File: config.mk
export PLATFORM = sky130hd
export DESIGN_NAME = fetpu_front
export DESIGN_NICKNAME = d
export VERILOG_FILES = /design/src/sv/fetpu_pkg.sv /design/src/sv/fetpu_front.sv
export SDC_FILE = /design/constraint.sdc
export NUM_CORES = 1
export LEC_CHECK = 0
export BUFFER_PORTS_ARGS = -buffer_cell sky130_fd_sc_hd__clkbuf_2
export CORE_ASPECT_RATIO = 1.25
export CORE_MARGIN = 1.5
export CORE_UTILIZATION = 30
export DETAILED_ROUTE_END_ITERATION = 10
export PLACE_DENSITY = 0.56
export SETUP_SLACK_MARGIN = 0.3
export SLEW_MARGIN = 5
export SYNTH_ARGS = -nofsm -noshare
export SYNTH_HDL_FRONTEND = slang
export SYNTH_SLANG_ARGS = --single-unit
File: constraint.sdc
create_clock -name clk -period 3.6 [get_ports clk]
set_clock_uncertainty 0.1 [all_clocks]
set_input_delay 0.54 -clock clk [delete_from_list [all_inputs] [get_ports clk]]
set_output_delay 0.54 -clock clk [all_outputs]
set_load 0.1 [all_outputs]
File: src/sv/fetpu_pkg.sv
// Shared types, constants and helper functions for the fp32 exp unit.
package fetpu_pkg;

  localparam int FMA_LAT = 8;
  localparam int FMA_N   = 10;
  localparam int QDEPTH  = 4;
  localparam int QAW     = $clog2(QDEPTH);

  localparam logic [31:0] F_MAGIC    = 32'h4B40_0000;
  localparam logic [31:0] F_MAGIC_N  = 32'hCB40_0000;
  localparam logic [31:0] F_ZERO_CUT = 32'hC2CF_F1B4;
  localparam logic [31:0] F_INF_CUT  = 32'h42B1_7217;
  localparam logic [31:0] F_LOG2E_X8 = 32'h4138_AA3B;
  localparam logic [31:0] F_NLN2_HI  = 32'hBDB1_7218;
  localparam logic [31:0] F_NLN2_LO  = 32'h2F82_E308;
  localparam logic [31:0] F_C2       = 32'h3F00_0445;
  localparam logic [31:0] F_C3       = 32'h3E2A_AD43;
  localparam logic [31:0] F_ONE      = 32'h3F80_0000;
  localparam logic [31:0] F_NEG_ZERO = 32'h8000_0000;
  localparam logic [31:0] F_INF      = 32'h7F80_0000;
  localparam logic [31:0] F_QNAN     = 32'h7FC0_0000;
  localparam logic signed [31:0] EXP_LO = -32'sd1056964608;
  localparam logic signed [31:0] EXP_HI = 32'sd1065353216;

  typedef enum logic [1:0] {
    CLS_NUM,
    CLS_NAN,
    CLS_ZERO,
    CLS_INF
  } cls_t;

  typedef struct packed {
    logic [31:0] x;
    cls_t        cls;
  } q_entry_t;

  typedef struct packed {
    logic [31:0] x;
    cls_t        cls;
    logic [31:0] s1;
    logic [31:0] s2;
    logic [31:0] tf;
    logic [31:0] n;
    logic [31:0] rx;
  } side_t;

  // Position of the highest set bit, by a six-step binary search.
  function automatic logic [5:0] msb64(input logic [63:0] v);
    logic [63:0] w;
    logic [5:0]  pos;
    w   = v;
    pos = '0;
    for (int k = 5; k >= 0; k--) begin
      if ((w >> (1 << k)) != 64'd0) begin
        w   = w >> (1 << k);
        pos = pos | 6'(1 << k);
      end
    end
    return pos;
  endfunction

  function automatic logic [31:0] order_key(input logic [31:0] u);
    return u[31] ? ~u : (u | 32'h8000_0000);
  endfunction

  function automatic logic [31:0] pow2_eighths(input logic [2:0] k);
    logic [31:0] v;
    unique case (k)
      3'd0: v = 32'h3F80_0000;
      3'd1: v = 32'h3F8B_95C2;
      3'd2: v = 32'h3F98_37F0;
      3'd3: v = 32'h3FA5_FED7;
      3'd4: v = 32'h3FB5_04F3;
      3'd5: v = 32'h3FC5_672A;
      3'd6: v = 32'h3FD7_44FD;
      3'd7: v = 32'h3FEA_C0C7;
      default: v = 32'h3F80_0000;
    endcase
    return v;
  endfunction

endpackage

File: src/sv/fetpu_front.sv
// Front end: takes requests, sorts out the special ranges, hands them to the queue.
module fetpu_front import fetpu_pkg::*; (
  input  logic        clk,
  input  logic        rst_n,
  input  logic        in_valid,
  output logic        in_stall,
  input  logic [31:0] in_x_bits,
  input  logic        q_full,
  output logic        push,
  output q_entry_t    push_entry
);

  logic        fvalid_r, fvalid_nxt;
  q_entry_t    fent_r;
  cls_t        cls;
  logic        load;

  always_comb begin
    if (in_x_bits[30:0] > F_INF[30:0]) begin
      cls = CLS_NAN;
    end else if (order_key(in_x_bits) < order_key(F_ZERO_CUT)) begin
      cls = CLS_ZERO;
    end else if (order_key(in_x_bits) > order_key(F_INF_CUT)) begin
      cls = CLS_INF;
    end else begin
      cls = CLS_NUM;
    end
  end

  assign in_stall   = fvalid_r && q_full;
  assign load       = in_valid && !in_stall;
  assign push       = fvalid_r && !q_full;
  assign push_entry = fent_r;

  always_comb begin
    if (load) fvalid_nxt = 1'b1;
    else if (push) fvalid_nxt = 1'b0;
    else fvalid_nxt = fvalid_r;
  end

  always_ff @(posedge clk) begin
    if (!rst_n) begin
      fvalid_r <= 1'b0;
    end else begin
      fvalid_r <= fvalid_nxt;
    end
  end

  always_ff @(posedge clk) begin
    if (load) begin
      fent_r.x   <= in_x_bits;
      fent_r.cls <= cls;
    end
  end

endmodule

* Word-level counts from Yosys, hierarchy flattened
Cells that the tools add are included.
** Word-level totals
- ROM bits :: 0
- Output and inout port bits :: 36
- Input bits :: 36
- RAM bits :: 0
- Memories :: 0
- Latch bits :: 0
- Register bits :: 35
** Operators by class
- Muxes and demuxes :: 5
- Equal/unequal tests :: 0
- Multipliers :: 0
- Div/mod/pow operators :: 0
- Order comparisons :: 3
- $add $sub $neg :: 0
- Bitwise gates (word level) :: 1
- Reductions and logical operators :: 6
- Shift-type cells :: 0
** Operators by type and width (count)
- $gt 32x32->1 const B :: 1
- $lt 32x30->1 const B :: 1
- $mux 32 :: 1
- $not 32->32 :: 1
- $gt 31x31->1 const B :: 1
- $mux 2 :: 2
- $logic_and 1x1->1 :: 3
- $logic_not 1->1 :: 2
- $mux 1 :: 2
- $reduce_bool 2->1 :: 1

* Depth between registers and ports, before layout
- Depth in word-level cells :: 5
- Mapped depth :: 8

* Least setup slack after synthesis
No wires, ideal clock.
- Kind :: input to register
- From :: input port q_full
- To :: register fent_r, in the netlist push_entry[0], enable pin
- Setup slack :: 338 ps
- Required time :: 3071 ps
- Cell stages on the path :: 2
- Data arrival time :: 2734 ps
- Cell sequence :: and2_1 > nor2b_1
** Between the ends
- Longest elaborated chain between the ends :: 3
** Ends and longest elaborated chain
- from (decl) :: line fetpu_front.sv:8 : input logic q_full,
- $logic_and 1x1->1 :: line fetpu_front.sv:30 : assign in_stall = fvalid_r && q_full;
- $logic_not 1->1 :: line fetpu_front.sv:31 : assign load = in_valid && !in_stall;
- $logic_and 1x1->1 :: line fetpu_front.sv:31
- to (decl) :: line fetpu_front.sv:14 : q_entry_t fent_r;
Every way passes these cells.
A chain may end at the register's enable or synchronous reset.

* Final worst setup path
- From :: input port in_x_bits[31]
- To :: register fent_r, in the netlist push_entry[1], data pin
** Between the ends
- Longest elaborated chain between the ends :: 5
** Ends and longest elaborated chain
- from (decl) :: line fetpu_front.sv:7 : input logic [31:0] in_x_bits,
- $not 32->32 :: line fetpu_pkg.sv:63 : return u[31] ? ~u : (u | 32'h8000_0000);
- $mux 32 * :: line fetpu_pkg.sv:63
- $gt 32x32->1 :: line fetpu_front.sv:23 : end else if (order_key(in_x_bits) > order_key(F_INF_CUT)) begin
- $mux 2 :: line fetpu_front.sv:23
- $mux 2 * :: line fetpu_front.sv:21 : end else if (order_key(in_x_bits) < order_key(F_ZERO_CUT)) begin
Every way passes the cells marked *; elsewhere a longest branch is shown, timed or not.

==> results.md <==
- Final GP Congestion: 0.808
- Critical path peak fanout: 28
- First DRT Iteration DRCs: 138
- Startpoint Class: primary input
- CTS H-tree lvls: 2
- Reg power frac: 47.1%
- CTS resizes: 0
- Total Wirelength: 3.76 mm
- First-pass GRT wire length: 5.95 mm
- Post-synthesis sequential area ratio: 64.1%
- Hold Fails Final Rpt: 0
- R2r endpoint: push_entry[32]
- Max-slew violations: 0
- Total congestion overflow: 0
- Tmin final: 2140 ps
- Comb power frac: 26.8%
- Placed cells: 259
- Worst hold path class: primary input to register
- Cell depth of the worst hold path: 2
- Net Count, Synth: 165
- Design Power: 1.02 mW
- Worst Tran Pin Value: 904 ps
- Post-CTS Setup Repair Bufs: 0
- Layout cells sized above 1: 39.0%
- Crit Path Class: primary input to register
- Yosys warns: 0
- Floorplan row count: 29
- Number of synthesized flops with an enable pin: 34
- Fillers: 514
- Hold_ws: 362 ps
- Post-Synthesis Cells: 129
- HP Start: rst_n
- Slew headroom: 39.6%
- P_sw: 0.367 mW
- Final count of negative-setup-slack endpoints: 0
- Status: finished clean
- Setup ws final: 1460 ps
- Initial antenna violation count: 0
- CTS clk-pin slew, worst paths: 70 ps
- Clock share of power: 26.1%
- I/O Pins: 72
- Hold Buf Count CTS: 0
- HPWL Detailed: 2.80 mm
- Worst r2r src: fvalid_r
- CTS Buf Count: 5
- Power Internal: 0.656 mW
- Die Wd: 68.8 µm
- First-pass iteration count of the detailed router: 5
- Flop-to-flop setup slack: 1900 ps
- Sw frac: 35.9%
- Worst-Skew Late Latency: 280 ps
- Largest net degree at the start of global routing: 35
- Wirelength per Cell: 14.1 µm
- Ant diodes: 0
- Vias in the first global route: 1273
- Critical Path RT: 3630 ps
- Fin area: 2130 µm²
- Tcrit/Tclk final: 59.3%
- CTS sink cnt: 35
- Synth Register Bits: 35
- Mapped Area: 1620 µm²
- Area of placed instances: 2040 µm²
- Sequential cell area: 1040 µm²
- Fmax: 468 MHz
- # port buffers: 71
- WHS Endpoint: fvalid_r
- Via count: 1369
- Die Outline Area: 5860 µm²
- Starting Density: 31.5%
- Area of the core: 5150 µm²
- Post-layout util: 41.3%
- CTS root buffer: clkbuf_8
- LEAKAGE: 0.837 nW
- Unrepaired setup endpoints after global routing: no
- Avg Cell Area, Syn: 12.6 µm²
- Final std cells w/o fill: 267
- Synth async-reset ratio: 0%
- Max cap viols: 0
- Pwr per Cell Area: 481 nW/µm²
- GRT Util Overall: 13.3%
- Data arrival, critical path: 2160 ps
- Multi-input logic area: 563 µm²
- Die Span Y: 85.2 µm
- Setup TNS: 0 ps
- Vias per cell: 5.13
- Post-layout nets: 240
- Remaining antenna violation count: 0
- Most common flop cell mapped by yosys: edfxtp_1
- Worst r2r path cells: 2
- Synth unique cells: 42
- Layout Area Growth over Synthesis: 31.0%
- CP endpoint kind: register
- Dpl ws: 1190 ps
- CTS tree: done
- Peak VDD IR: 0.140 mV
- Residual DRC: 0
- Deepest clock path buffer count: 2
[cell usage after synthesis (3+ instances only)]
master / instances / share of area [%]
o21a_1: 3 / 1.4
and3_1: 4 / 1.5
edfxtp_1: 34 / 63
nand2_1: 9 / 2.1
o21ai_0: 4 / 1.2
a21oi_1: 3 / 0.92
a31oi_1: 4 / 1.5
o211ai_1: 3 / 1.4
nand4_1: 4 / 1.5
nand3_1: 6 / 1.9
nor3_1: 4 / 1.2
nor4_1: 8 / 3.1
nor2_1: 9 / 2.1
[metal layers]
metal  global-route usage (%)  routed length, µm
met5                        0                  0
met4                     4.81                 65
met3                     4.11                307
met2                     21.3               1800
met1                     16.6               1590
[layout make-up]
class | instances | share of cell area [%]
timing repair buffer | 71 | 16.7
sequential | 35 | 49.0
clock inverter | 1 | 0.235
multi-input combinational | 89 | 26.5
tap | 62 | 3.65
clock buffer | 7 | 3.59
inverter | 2 | 0.353
[placed cells by master, fill, tap and decap left out, types with 3 or more instances in the layout]
master / instances
nor4_1: 8
nor2_1: 9
clkbuf_2: 71
edfxtp_1: 34
o211ai_1: 3
nand2_1: 9
nor3_1: 4
a31oi_1: 4
clkbuf_8: 5
and3_1: 4
nand3_1: 6
o21a_1: 3
a21oi_1: 3
nand4_1: 4
o21ai_0: 4
[cells by family after synthesis]
group | synth area share, %
DFF | 64.1
AOI/OAI and AO/OA | 12.8
buffers and inverters | 1.62
muxes | 0.617
and+or+nand+nor | 20.8
[critical path, cell delays in order]
cell and delay, ps:
clkbuf_2 310, or4_4 630, a221oi_2 250, o21ai_1 100, and3_1 180, o22ai_1 150
[worst max path at each step]
stage                        startpoint            end  slack [ps]  cells after the start
after floorplan                  q_full  push_entry[0]         340                      2
after global placement    in_x_bits[31]  push_entry[1]        1230                      6
after detailed placement  in_x_bits[31]  push_entry[1]        1190                      6
after CTS                 in_x_bits[31]  push_entry[1]        1480                      6
after global routing      in_x_bits[31]  push_entry[0]        1370                      7
final                     in_x_bits[31]  push_entry[1]        1460                      6
[state kept, by name, summed over array words and instances, names as in the netlist]
register,flops
push_entry,34
fvalid_r,1
[power groups by stage]
stage	clock network (mW)	logic [mW]	registers, mW
6_report	0.267	0.274	0.482
5_1_grt	0.288	0.287	0.485
4_1_cts	0.278	0.276	0.483
3_5_place_dp	0	0.275	0.491
3_3_place_gp	0	0.275	0.491
2_1_floorplan	0	0.0440	0.656
Power figures use the tool's default switching activity.
