### config.mk
export PLATFORM = sky130hd
export DESIGN_NAME = fetpu_queue
export DESIGN_NICKNAME = d
export VERILOG_FILES = /design/src/sv/fetpu_pkg.sv /design/src/sv/fetpu_queue.sv
export SDC_FILE = /design/constraint.sdc
export NUM_CORES = 1
export LEC_CHECK = 0
export ABC_CLOCK_PERIOD_IN_PS = 1850
export BUFFER_PORTS_ARGS = -buffer_cell sky130_fd_sc_hd__buf_4
export CAP_MARGIN = 10
export CORE_AREA = 3 3 118 120
export CTS_BUF_LIST = sky130_fd_sc_hd__clkbuf_2
export DETAILED_ROUTE_END_ITERATION = 8
export DIE_AREA = 0 0 121 123
export SLEW_MARGIN = 20
export SYNTH_ARGS = -nofsm -noshare
export SYNTH_HDL_FRONTEND = slang
export SYNTH_SLANG_ARGS = --single-unit
### constraint.sdc
create_clock -name clk -period 1.85 [get_ports clk]
set_clock_uncertainty 0.2 [all_clocks]
set_input_delay 0.185 -clock clk [delete_from_list [all_inputs] [get_ports clk]]
set_output_delay 0.185 -clock clk [all_outputs]
set_load 0.02 [all_outputs]
### src/sv/fetpu_pkg.sv
// Shared types, constants and helper functions for the fp32 exp unit.
package fetpu_pkg;

  localparam int FMA_LAT = 8;
  localparam int FMA_N   = 10;
  localparam int QDEPTH  = 4;
  localparam int QAW     = $clog2(QDEPTH);

  localparam logic [31:0] F_MAGIC    = 32'h4B40_0000;
  localparam logic [31:0] F_MAGIC_N  = 32'hCB40_0000;
  localparam logic [31:0] F_ZERO_CUT = 32'hC2CF_F1B4;
  localparam logic [31:0] F_INF_CUT  = 32'h42B1_7217;
  localparam logic [31:0] F_LOG2E_X8 = 32'h4138_AA3B;
  localparam logic [31:0] F_NLN2_HI  = 32'hBDB1_7218;
  localparam logic [31:0] F_NLN2_LO  = 32'h2F82_E308;
  localparam logic [31:0] F_C2       = 32'h3F00_0445;
  localparam logic [31:0] F_C3       = 32'h3E2A_AD43;
  localparam logic [31:0] F_ONE      = 32'h3F80_0000;
  localparam logic [31:0] F_NEG_ZERO = 32'h8000_0000;
  localparam logic [31:0] F_INF      = 32'h7F80_0000;
  localparam logic [31:0] F_QNAN     = 32'h7FC0_0000;
  localparam logic signed [31:0] EXP_LO = -32'sd1056964608;
  localparam logic signed [31:0] EXP_HI = 32'sd1065353216;

  typedef enum logic [1:0] {
    CLS_NUM,
    CLS_NAN,
    CLS_ZERO,
    CLS_INF
  } cls_t;

  typedef struct packed {
    logic [31:0] x;
    cls_t        cls;
  } q_entry_t;

  typedef struct packed {
    logic [31:0] x;
    cls_t        cls;
    logic [31:0] s1;
    logic [31:0] s2;
    logic [31:0] tf;
    logic [31:0] n;
    logic [31:0] rx;
  } side_t;

  // Position of the highest set bit, by a six-step binary search.
  function automatic logic [5:0] msb64(input logic [63:0] v);
    logic [63:0] w;
    logic [5:0]  pos;
    w   = v;
    pos = '0;
    for (int k = 5; k >= 0; k--) begin
      if ((w >> (1 << k)) != 64'd0) begin
        w   = w >> (1 << k);
        pos = pos | 6'(1 << k);
      end
    end
    return pos;
  endfunction

  function automatic logic [31:0] order_key(input logic [31:0] u);
    return u[31] ? ~u : (u | 32'h8000_0000);
  endfunction

  function automatic logic [31:0] pow2_eighths(input logic [2:0] k);
    logic [31:0] v;
    unique case (k)
      3'd0: v = 32'h3F80_0000;
      3'd1: v = 32'h3F8B_95C2;
      3'd2: v = 32'h3F98_37F0;
      3'd3: v = 32'h3FA5_FED7;
      3'd4: v = 32'h3FB5_04F3;
      3'd5: v = 32'h3FC5_672A;
      3'd6: v = 32'h3FD7_44FD;
      3'd7: v = 32'h3FEA_C0C7;
      default: v = 32'h3F80_0000;
    endcase
    return v;
  endfunction

endpackage

### src/sv/fetpu_queue.sv
// Short request queue between the front end and the arithmetic pipeline.
module fetpu_queue import fetpu_pkg::*; (
  input  logic     clk,
  input  logic     rst_n,
  input  logic     push,
  input  q_entry_t push_entry,
  output logic     full,
  output logic     head_valid,
  output q_entry_t head,
  input  logic     pop
);

  q_entry_t       ent_r [QDEPTH];
  logic [QAW-1:0] wr_ptr_r, rd_ptr_r;
  logic [QAW:0]   cnt_r, cnt_nxt;

  assign full       = (cnt_r == (QAW+1)'(QDEPTH));
  assign head_valid = (cnt_r != '0);
  assign head       = ent_r[rd_ptr_r];

  always_comb begin
    unique case ({push, pop})
      2'b10:   cnt_nxt = cnt_r + 1'b1;
      2'b01:   cnt_nxt = cnt_r - 1'b1;
      default: cnt_nxt = cnt_r;
    endcase
  end

  always_ff @(posedge clk) begin
    if (!rst_n) begin
      wr_ptr_r <= '0;
      rd_ptr_r <= '0;
      cnt_r    <= '0;
    end else begin
      cnt_r <= cnt_nxt;
      if (push) wr_ptr_r <= wr_ptr_r + 1'b1;
      if (pop)  rd_ptr_r <= rd_ptr_r + 1'b1;
    end
  end

  always_ff @(posedge clk) begin
    if (push) begin
      ent_r[wr_ptr_r] <= push_entry;
    end
  end

endmodule

* Word level (Yosys, flattened, before mapping)
Memories as Yosys holds them, arrays and structs flattened. A register that Yosys moved wholly into a read port is not among the register bits. Cells that the tools add are included.
Cells by class: add/sub/neg operators 4, equal/unequal tests 3, multiplexer cells 5, reduce and logical (&&, ||, !) cells 2
Operators with widths (number):
- 3-bit one-hot mux with 2 select lines | 1
- 2-bit by 1-bit adder with 2-bit output, second input constant | 2
- 2-bit 2-to-1 mux | 2
- 3-bit by 1-bit adder with 3-bit output, second input constant | 1
- 3-bit == test, second input constant | 1
- 3-bit nonzero test | 1
- 3-bit by 1-bit subtractor with 3-bit output, second input constant | 1
- 2-bit by 1-bit == test with 1-bit output, second input constant | 1
- 2-bit == test, second input constant | 1
- 1-bit 2-to-1 mux | 2
- 2-bit nonzero test | 1
Storage, ports and cells: flip-flop bits (word level) 7, bits in writable memories 136, input bits 38, output and inout port bits 36, memories kept 1
Memories:
- ent_r | words 4, width 34, rd ports 1, clocked after Yosys merged registers in 1, wr ports 1, RTL line fetpu_queue.sv:13 | q_entry_t ent_r [QDEPTH];

* Logic depth before layout (Yosys ltp)
Gate-level depths: netlist (run 1).
depth after elaboration 3, gate-level depth with buffers 7, mapped depth without buffers 7

* Worst setup path before layout (run 1)
OpenSTA, ideal clock, no wires.
path type reg-to-reg, from register wr_ptr_r[0], to memory ent_r[2][0] (netlist name), enable pin, arrival 1375 ps, slack -119 ps, stages on the path, launching flop included 4, clock period less this slack 1969 ps, path through dfxtp_1 -> inv_1 -> ha_1 -> and2_1
RTL lines:
- start: declaration | RTL line fetpu_queue.sv:14 | logic [QAW-1:0] wr_ptr_r, rd_ptr_r;
- start signal: assignment | RTL line fetpu_queue.sv:36 | if (push) wr_ptr_r <= wr_ptr_r + 1'b1;
- end: declaration | RTL line fetpu_queue.sv:13
Straight into the memory's write port.

==> results of run 1 <==
## placed cells by master (no fill, tap or decap), types with 2 or more instances in the layout
| cell type | count |
|---|---|
| edfxtp_1 | 136 |
| dlygate4sd3_1 | 75 |
| buf_4 | 50 |
| mux4_2 | 34 |
| buf_6 | 32 |
| clkbuf_2 | 20 |
| buf_12 | 7 |
| and2_1 | 6 |
| clkinv_1 | 6 |
| ha_1 | 5 |
| dfxtp_1 | 5 |
| inv_1 | 4 |
| and2_2 | 4 |
| xor2_1 | 3 |
| dfxtp_2 | 3 |
| inv_2 | 2 |
| xnor2_1 | 2 |
| nand2_1 | 2 |
| o21ai_0 | 2 |
| bufinv_16 | 2 |
| buf_16 | 2 |
## area by class of cell
class                      instances  area (um^2)
clock inverter                    10         95.1
tap                              176          220
sequential                       145         4270
inverter                           6         22.5
fill                            1018         5660
clock buffer                      20          100
multi-input combinational         65         1030
timing repair buffer             166         1680
## worst paths after layout
check	slack [ps]	cells after the start	end	startpoint
worst max-delay path	-560	4	head[27]	flip-flop
worst min-delay path	120	3	cnt_r[0]	rst_n
worst max register to register	90	5	cnt_r[2]	cnt_r[1]
worst min register to register	320	2	cnt_r[2]	cnt_r[2]
## flip-flops by register name, indices dropped and copies added, names as in the netlist, named ones only
signal    cells
ent_r       136
wr_ptr_r      2
cnt_r         3
rd_ptr_r      2
## cells by family after synthesis
logic type,after synthesis,synth area share (%)
simple gates,16,1.76
flops,145,78.9
fa+ha+maj,6,1.53
xor+xnor,5,0.810
buf+inv,14,2.08
compound gates,3,0.324
mux,35,14.6
## through the flow
step / util (%) / hold WS (ps) / power, mW / std cells / worst slack [ps]
2_1_floorplan: - / 83.9 / 4.42 / 224 / 181
3_3_place_gp: 48.0 / 185 / 4.81 / 480 / 53.6
3_5_place_dp: 48.0 / 190 / 4.83 / 480 / -12.8
4_1_cts: 56.5 / 1.87 / 6.68 / 585 / -664
5_1_grt: 56.7 / 8.66 / 6.91 / 588 / -721
6_report: 56.7 / 118 / 6.59 / 588 / -557
## metal layers
layer  share of wire (%)  GRT usage, %  up-vias  wire length, um
met5                   0             0        -                0
met3                 4.0          4.62       14              407
met4                 1.6          5.31        0              164
met1                  43          19.0     1411             4370
li1                    -             -     1283                -
met2                  51          23.9       63             5170
## worst max-delay path, cell delays in order (launching register included)
cell and delay (ps):
dfxtp_4 440, buf_12 130, buf_16 120, mux4_2 510, buf_6 150
## power by group
part	total (mW)	internal, mW	switching (mW)
Clock	1.58	0.591	0.988
Sequential	3.81	3.76	0.0498
Combinational	1.20	0.667	0.536
Total	6.59	5.01	1.57
## repair_timing
action | in CTS | in global routing
hold buffers | 72 | 3
endpoints found under the hold margin | 208 | 11
pin swaps | 1 | 0
gates resized for setup | 43 | 2
setup buffers | 1 | 0
endpoints found under the setup margin | 36 | 36
gates cloned | 2 | 0
==> impl_metrics.yaml, run 1 <==
placed_design:
  dpl_cell_area_um2: 6280
  dp_hpwl_um: 5840
  place.gp.congestion: 0.652
  numPortBuffers: 73
logic_synthesis:
  syn-num-nets: 268
  avgSynthCellArea_um2: 24.1
  ys.flop_type: "edfxtp_1"
  synthArstFlopShare_pct: 0
  yosys_register_bits: 145
  netlist_top_cells_area: "edfxtp_1 76%, mux4_2 12%, dfxtp_1 3.3%"
  synth_top_area_share_pct: 75.5
  synth_common_cells: "136 x edfxtp_1, 30 x mux4_2, 10 x and2_1"
  synth_cell_types: 21
  synth.most_common_cell: "edfxtp_1"
  yosys.area.top_type: "edfxtp_1"
  synth_edf_count: 136
  syn_area_um2: 5410
  syn_inst: 224
  synth-seq-area-share_pct: 78.9
  ys_warn_count: 0
detailed_routing:
  drc: 0
  vias: 2771
  dr.pass1.iters: 4
  vias_per_cell: 4.71
  totalWireLength_um: 10100
  drt_iter0_markers: 131
  wl_per_cell_um: 17.2
  ant_nets: 0
cells_and_area:
  syn_to_final_growth_pct: 37.3
  drive_gt1_share_pct: 39.1
  n_antenna_cell: 0
  final_area_um2: 7420
  fin_nets: 445
clock_network:
  cts.sinks: 145
  path_clk_slew_ps: 180
  h-tree-depth: 4
  clkLatencyLatePin_ps: 660
  cts_buffers: 17
  cts_root_buf: "clkbuf_2"
  cts_tree: "built"
  clockBufferDepth: 2
sta:
  max_slew.worst_pin.slew_ps: 450
  fin_crit_sh_pct: 130
  drv_slew: 0
  period_minus_slack_ps: 2410
  setup-tns-final_ps: -17010
  setup_ws_ps: -557
  clock.fmax_mhz: 415
  slew_headroom_pct: 70.0
  setup_viol: 36
  rsz0062_at_grt: "yes"
  final_hold_viol_count: 0
die:
  rows: 42
  die-area_um2: 14900
  die_w_um: 121
  die_h_um: 123
  start_util_pct: 41.3
  core-area_um2: 13100
  ios: 74
run:
  drv_cap: 0
worst_hold_path:
  hp-class: "primary input to flip-flop"
power:
  p_per_area_nw_per_um2: 888
  p_leak_nw: 2.60
  ir_worst_vdd_mv: 0.375
outcome:
  status: "complete, but fails checks"
  violations: "negative setup slack"
critical_path:
  cp-end-kind: "output pin"
  cp.arrival_ps: 2020
  required_ps: 1460
  start_kind: "flip-flop"
  crit_fanout: 4
  crit_type: "flip-flop to output pin"
grt:
  antenna_found_initial: 0
  grt_pass1_wl_um: 16000
  grt_max_degree: 22
  grtUsageTotal_pct: 14.7
  grt_pass1_vias: 3004
  overflow: 0
(Power assumes the default switching activity.)
==> inputs of run 2 (changes only) <==
ABC_AREA = 1   (was unset)
CORE_AREA = 3 3 121 123   (was 3 3 118 120)
DIE_AREA = 0 0 124 126   (was 0 0 121 123)
==> run 2 against run 1 <==
Compared with the run above: the run still ends with negative setup slack left; non-clock buffer count is 6 higher; area after synthesis rose by 5.2%; setup slack improved by 160 ps; synthesized cell count increased by 72%; maximum frequency up 7.1%; cell count increased by 27%.
==> impl_metrics.yaml, run 2 <==
outcome:
  status: "complete, but fails checks"
  violations: "negative setup slack"
placed_design:
  dp_hpwl_um: 6840
  dpl_cell_area_um2: 6520
  place.gp.congestion: 0.701
  numPortBuffers: 73
power:
  p_leak_nw: 2.91
  p_switching_mw: 1.76
  sequentialPowerShare_pct: 55.3
  clockPowerShare_pct: 26.4
  ir_worst_vdd_mv: 0.545
  internal-power_mw: 5.09
  p_per_area_nw_per_um2: 860
  swShare_pct: 25.7
  total_power_mw: 6.85
  combPwrFrac_pct: 18.2
sta:
  drv_slew: 0
  final_hold_viol_count: 0
  rsz0062_at_grt: "yes"
  setup_viol: 34
  setup_ws_ps: -397
  clock.fmax_mhz: 445
  fin_crit_sh_pct: 121
  period_minus_slack_ps: 2250
  max_slew.worst_pin.slew_ps: 468
  setup-tns-final_ps: -11900
  hold_ws_ps: 94.1
  slew_headroom_pct: 68.8
detailed_routing:
  drt_iter0_markers: 246
  met1_length_um: 5570
  ant_nets: 0
  dr.pass1.iters: 4
  totalWireLength_um: 12600
  vias: 3702
  drc: 0
  wl_met2_um: 6420
  vias_per_cell: 4.94
  wl_met3_um: 506
  wl_per_cell_um: 16.9
  top_layer: "met4"
die:
  start_util_pct: 41.3
  die_h_um: 126
  die_w_um: 124
  ios: 74
  rows: 43
  core-area_um2: 13800
  die-area_um2: 15600
logic_synthesis:
  ys.flop_type: "edfxtp_1"
  synth_compound_area_share_pct: 12.9
  synth_fa_ha_area_share_pct: 1.45
  synth.most_common_cell: "edfxtp_1"
  synth-seq-area-share_pct: 75.0
  synth_common_cells: "136 x edfxtp_1, 69 x o21ai_0, 51 x nor2_1"
  synth_top_family_by_area: "compound AO/OA/AOI/OAI gates"
  synthArstFlopShare_pct: 0
  netlist_top_cells_area: "edfxtp_1 72%, o21ai_0 6.1%, o22ai_2 4.4%"
  yosys_register_bits: 145
  synth_cell_types: 23
  syn-num-nets: 430
  synth_top_area_share_pct: 71.8
  synthXorXnorAreaFrac_pct: 0
  synthSimpleGateAreaFrac_pct: 6.53
  syn_area_um2: 5690
  avgSynthCellArea_um2: 14.7
  yosys.area.top_type: "edfxtp_1"
  synthMuxAreaShare_pct: 0
  synth_edf_count: 136
  ys_warn_count: 0
  syn_inst: 386
critical_path:
  slowest_delay_ps: 490
  crit_fanout: 7
  crit_type: "flip-flop to output pin"
  critPathTopFamily: "flip-flops"
  r2r_slack_ps: 260
  cp.arrival_ps: 1860
  cp-end-kind: "output pin"
  start_kind: "flip-flop"
  cp_cell_sequence: "buf_12, buf_16, o21ai_2, o22ai_1, buf_4"
  required_ps: 1460
  cp_num_buf_inv: 3
  slowest_stage: "dfxtp_4"
grt:
  overflow: 0
  grt_max_degree: 28
  grt_pass1_vias: 3805
  grtUsageTotal_pct: 16.6
  grt_pass1_wl_um: 19300
  antenna_found_initial: 0
clock_network:
  cts.sinks: 145
  cts_tree: "built"
  clkLatencyLatePin_ps: 690
  cts_root_buf: "clkbuf_2"
  path_clk_slew_ps: 190
  cts_buffers: 17
  clockBufferDepth: 2
  h-tree-depth: 4
cells_and_area:
  seq_area_um2: 4280
  mostFrequentLayoutCells: "136 x edfxtp_1, 73 x dlygate4sd3_1, 59 x buf_4"
  fillers: 1127
  largest_register_ffs: 136
  final_area_um2: 7970
  n_antenna_cell: 0
  multi_input_area_um2: 1320
  drive_gt1_share_pct: 37.8
  top_register: "ent_r"
  fin_nets: 600
  final_util_pct: 57.8
  syn_to_final_growth_pct: 40.0
  final_common_cell: "edfxtp_1"
  reg_top3: "ent_r x136, cnt_r x3"
worst_hold_path:
  hp-class: "primary input to flip-flop"
run:
  drv_cap: 0
==> run 2: changes by cell type after synthesis, moves of 4 or more <==
cell / delta
inv_1: +9
o22ai_2: +20
and2_1: -10
o21ai_0: +67
a21oi_1: +5
mux4_2: -30
o21ai_1: +5
nor2_1: +51
mux4_1: -4
nor2_2: +20
buf_2: +9
o22ai_1: +14
nand2_1: +7
==> run 2: through the flow <==
stage	instances	worst slack, ps
floorplan	386	1.12
global placement	635	191
detailed placement	635	108
CTS	746	-478
global route	749	-533
finish	749	-397
==> run 2: area by class of cell <==
type	count	share of cell area [%]
Inverter	17	1.15
Multi-Input combinational cell	203	16.5
Tap cell	180	2.83
Clock buffer	20	1.26
Clock inverter	12	1.78
Sequential cell	145	53.7
Timing Repair Buffer	172	22.8
==> run 2: path summary, 6_finish.rpt <==
| path | startpoint | endpoint | cells after the start |
|---|---|---|---|
| setup / recovery | flip-flop | head[24] | 5 |
| hold / removal | rst_n | cnt_r[2] | 4 |
| hold reg to reg | rd_ptr_r[1] | flip-flop | 1 |
| setup reg to reg | wr_ptr_r[0] | ent_r[0][13] | 5 |
==> run 2: cell families (layout without fill, tap and decap cells) <==
kind of cell / after synthesis / after routing
AO/OA/AOI/OAI: 113 / 113
adder cells (fa/ha/maj): 6 / 6
buffers and inverters: 38 / 221
flip-flops: 145 / 145
AND/OR/NAND/NOR: 84 / 84
==> run 2: layer usage <==
layer	GRT usage (%)	vias up
met5	0	-
met1	20.5	1835
met4	5.61	0
met3	4.85	10
li1	-	1781
met2	27.7	76
==> run 2: timing repair <==
| action | 4_1_cts | 5_1_grt |
|---|---|---|
| gates resized for setup | 74 | 46 |
| setup buffers | 3 | 1 |
| setup endpoints to repair | 36 | 36 |
| pin swaps | 10 | 14 |
| endpoints found under the hold margin | 281 | 0 |
| gates cloned | 3 | 3 |
| hold buffers | 73 | 0 |
==> run 2: tightest hold or removal path, delay by kind of cell <==
kind                   cells  cell delay, ps
buffers and inverters      2             700
and+or+nand+nor            2              90
==> run 2: power by group through the flow <==
stage / logic (mW) / registers, mW / clock network, mW
finish: 1.25 / 3.79 / 1.81
global route: 1.34 / 3.81 / 2.01
CTS: 1.19 / 3.78 / 1.86
detailed placement: 0.943 / 3.85 / 0
global placement: 0.927 / 3.84 / 0
floorplan: 0.535 / 3.84 / 0
==> inputs of run 3 (changes only) <==
REMOVE_ABC_BUFFERS = 1   (was unset)
==> run 3 against run 2 <==
Compared with the run above: the flow still finishes with violations (negative setup slack); critical path depth up 1; critical path type unchanged; global-route usage shrank 0.53 points; first-iteration DRC count decreased by 2.8%; largest power group unchanged; combinational power is 9% higher.
==> impl_metrics.yaml, run 3 (same netlist as run 2, synthesis figures left out) <==
placed_design:
  numPortBuffers: 73
  dpl_cell_area_um2: 6490
  place.gp.congestion: 0.715
  dp_hpwl_um: 6560
  dpl_worst_slack_ps: 166
sta:
  slew_headroom_pct: 69.1
  setup_ws_ps: -412
  rsz0062_at_grt: "yes"
  final_hold_viol_count: 0
  drv_slew: 0
  period_minus_slack_ps: 2260
  clock.fmax_mhz: 442
  hold_ws_ps: 77.0
  setup_viol: 34
  fin_crit_sh_pct: 122
  max_slew.worst_pin.slew_ps: 464
outcome:
  status: "complete, but fails checks"
  violations: "negative setup slack"
critical_path:
  r2r_slack_ps: 240
  cp-end-kind: "output pin"
  required_ps: 1460
  cp.arrival_ps: 1880
  crit_fanout: 18
  r2r_cells: 9
  crit_type: "flip-flop to output pin"
  rr_startpoint: "cnt_r[1]"
  r2r_end: "cnt_r[2]"
  start_kind: "flip-flop"
die:
  rows: 43
  start_util_pct: 41.3
  die_w_um: 124
  die-area_um2: 15600
  ios: 74
  die_h_um: 126
  core-area_um2: 13800
cells_and_area:
  final_common_cell: "edfxtp_1"
  syn_to_final_growth_pct: 44.2
  reg_top3: "ent_r x136, cnt_r x3"
  largest_register_ffs: 136
  drive_gt1_share_pct: 41.4
  final_area_um2: 8200
  top_register: "ent_r"
  fin_nets: 604
  mostFrequentLayoutCells: "136 x edfxtp_1, 71 x dlygate4sd3_1, 55 x buf_4"
  n_antenna_cell: 0
worst_hold_path:
  hp-class: "primary input to flip-flop"
  hp-start: "push_entry[26]"
  hold_path_end: "ent_r[3][26]"
  whs_path_depth: 2
detailed_routing:
  drc: 0
  drt_iter0_markers: 239
  vias: 3728
  ant_nets: 0
  wl_per_cell_um: 17.5
  totalWireLength_um: 13200
  dr.pass1.iters: 4
  vias_per_cell: 4.95
power:
  ir_worst_vdd_mv: 0.342
  total_power_mw: 6.93
  combPwrFrac_pct: 19.6
  p_leak_nw: 2.98
  swShare_pct: 25.9
  p_switching_mw: 1.80
  p_per_area_nw_per_um2: 844
  sequentialPowerShare_pct: 54.7
  clockPowerShare_pct: 25.7
  internal-power_mw: 5.13
clock_network:
  cts.sinks: 145
  clkLatencyLatePin_ps: 680
  h-tree-depth: 4
  path_clk_slew_ps: 180
  clockBufferDepth: 2
  cts_buffers: 17
  cts_root_buf: "clkbuf_2"
  cts_tree: "built"
grt:
  overflow: 0
  grt_pass1_vias: 3636
  grtUsageTotal_pct: 16.0
  antenna_found_initial: 0
  grt_max_degree: 35
  grt_pass1_wl_um: 18600
run:
  drv_cap: 0
==> run 3: layer usage <==
metal	up-vias	wire length, um	share of wire (%)	global-route usage [%]
met4	0	92	0.70	4.83
met2	108	6630	50	26.2
met5	-	0	0	0
met3	7	844	6.4	5.84
li1	1785	-	-	-
met1	1828	5590	42	20.0
==> run 3: layout make-up <==
type                       count  area, um^2
sequential                   145        4270
fill                        1096        5570
timing repair inverter         1        20.0
clock buffer                  18        90.1
tap                          180         225
clock inverter                14         146
timing repair buffer         175        1930
inverter                      17        80.1
multi-input combinational    203        1440
==> run 3: critical path, cell delays in order (launching register included) <==
cell and delay (ps):
dfxtp_4 410, buf_12 140, inv_16 100, buf_12 130
o21ai_0 70, o22ai_1 170, buf_4 180
==> run 3: worst max-delay path by stage <==
stage	startpoint	endpoint	slack, ps	depth (start not counted)
2_1_floorplan	flip-flop	head[0]	-670	3
3_3_place_gp	push	cnt_r[2]	190	11
3_5_place_dp	push	cnt_r[2]	170	11
4_1_cts	flip-flop	head[24]	-470	4
5_1_grt	flip-flop	head[33]	-540	6
6_report	flip-flop	head[23]	-410	6
==> run 3: repair_timing <==
item / CTS / global route
gates resized for setup: 58 / 96
setup buffers: 2 / 7
endpoints found under the hold margin: 281 / 7
hold buffers: 69 / 2
pin swaps: 1 / 21
cloned: 2 / 8
setup endpoints to repair: 36 / 36
==> run 3: through the flow <==
stage,instances,util [%],setup TNS [ps]
floorplan,365,-,-22510
finish,753,59.5,-12580
CTS,736,55.3,-14860
global placement,631,47.1,0
detailed placement,631,47.1,0
global route,753,59.5,-17400
==> run 3: power by group through the flow <==
| stage | Sequential [mW] | Clock, mW | Combinational (mW) |
|---|---|---|---|
| floorplan | 3.86 | 0 | 0.456 |
| global placement | 3.84 | 0 | 0.916 |
| detailed placement | 3.85 | 0 | 0.937 |
| CTS | 3.78 | 1.83 | 1.14 |
| global route | 3.81 | 1.98 | 1.45 |
| finish | 3.79 | 1.78 | 1.36 |
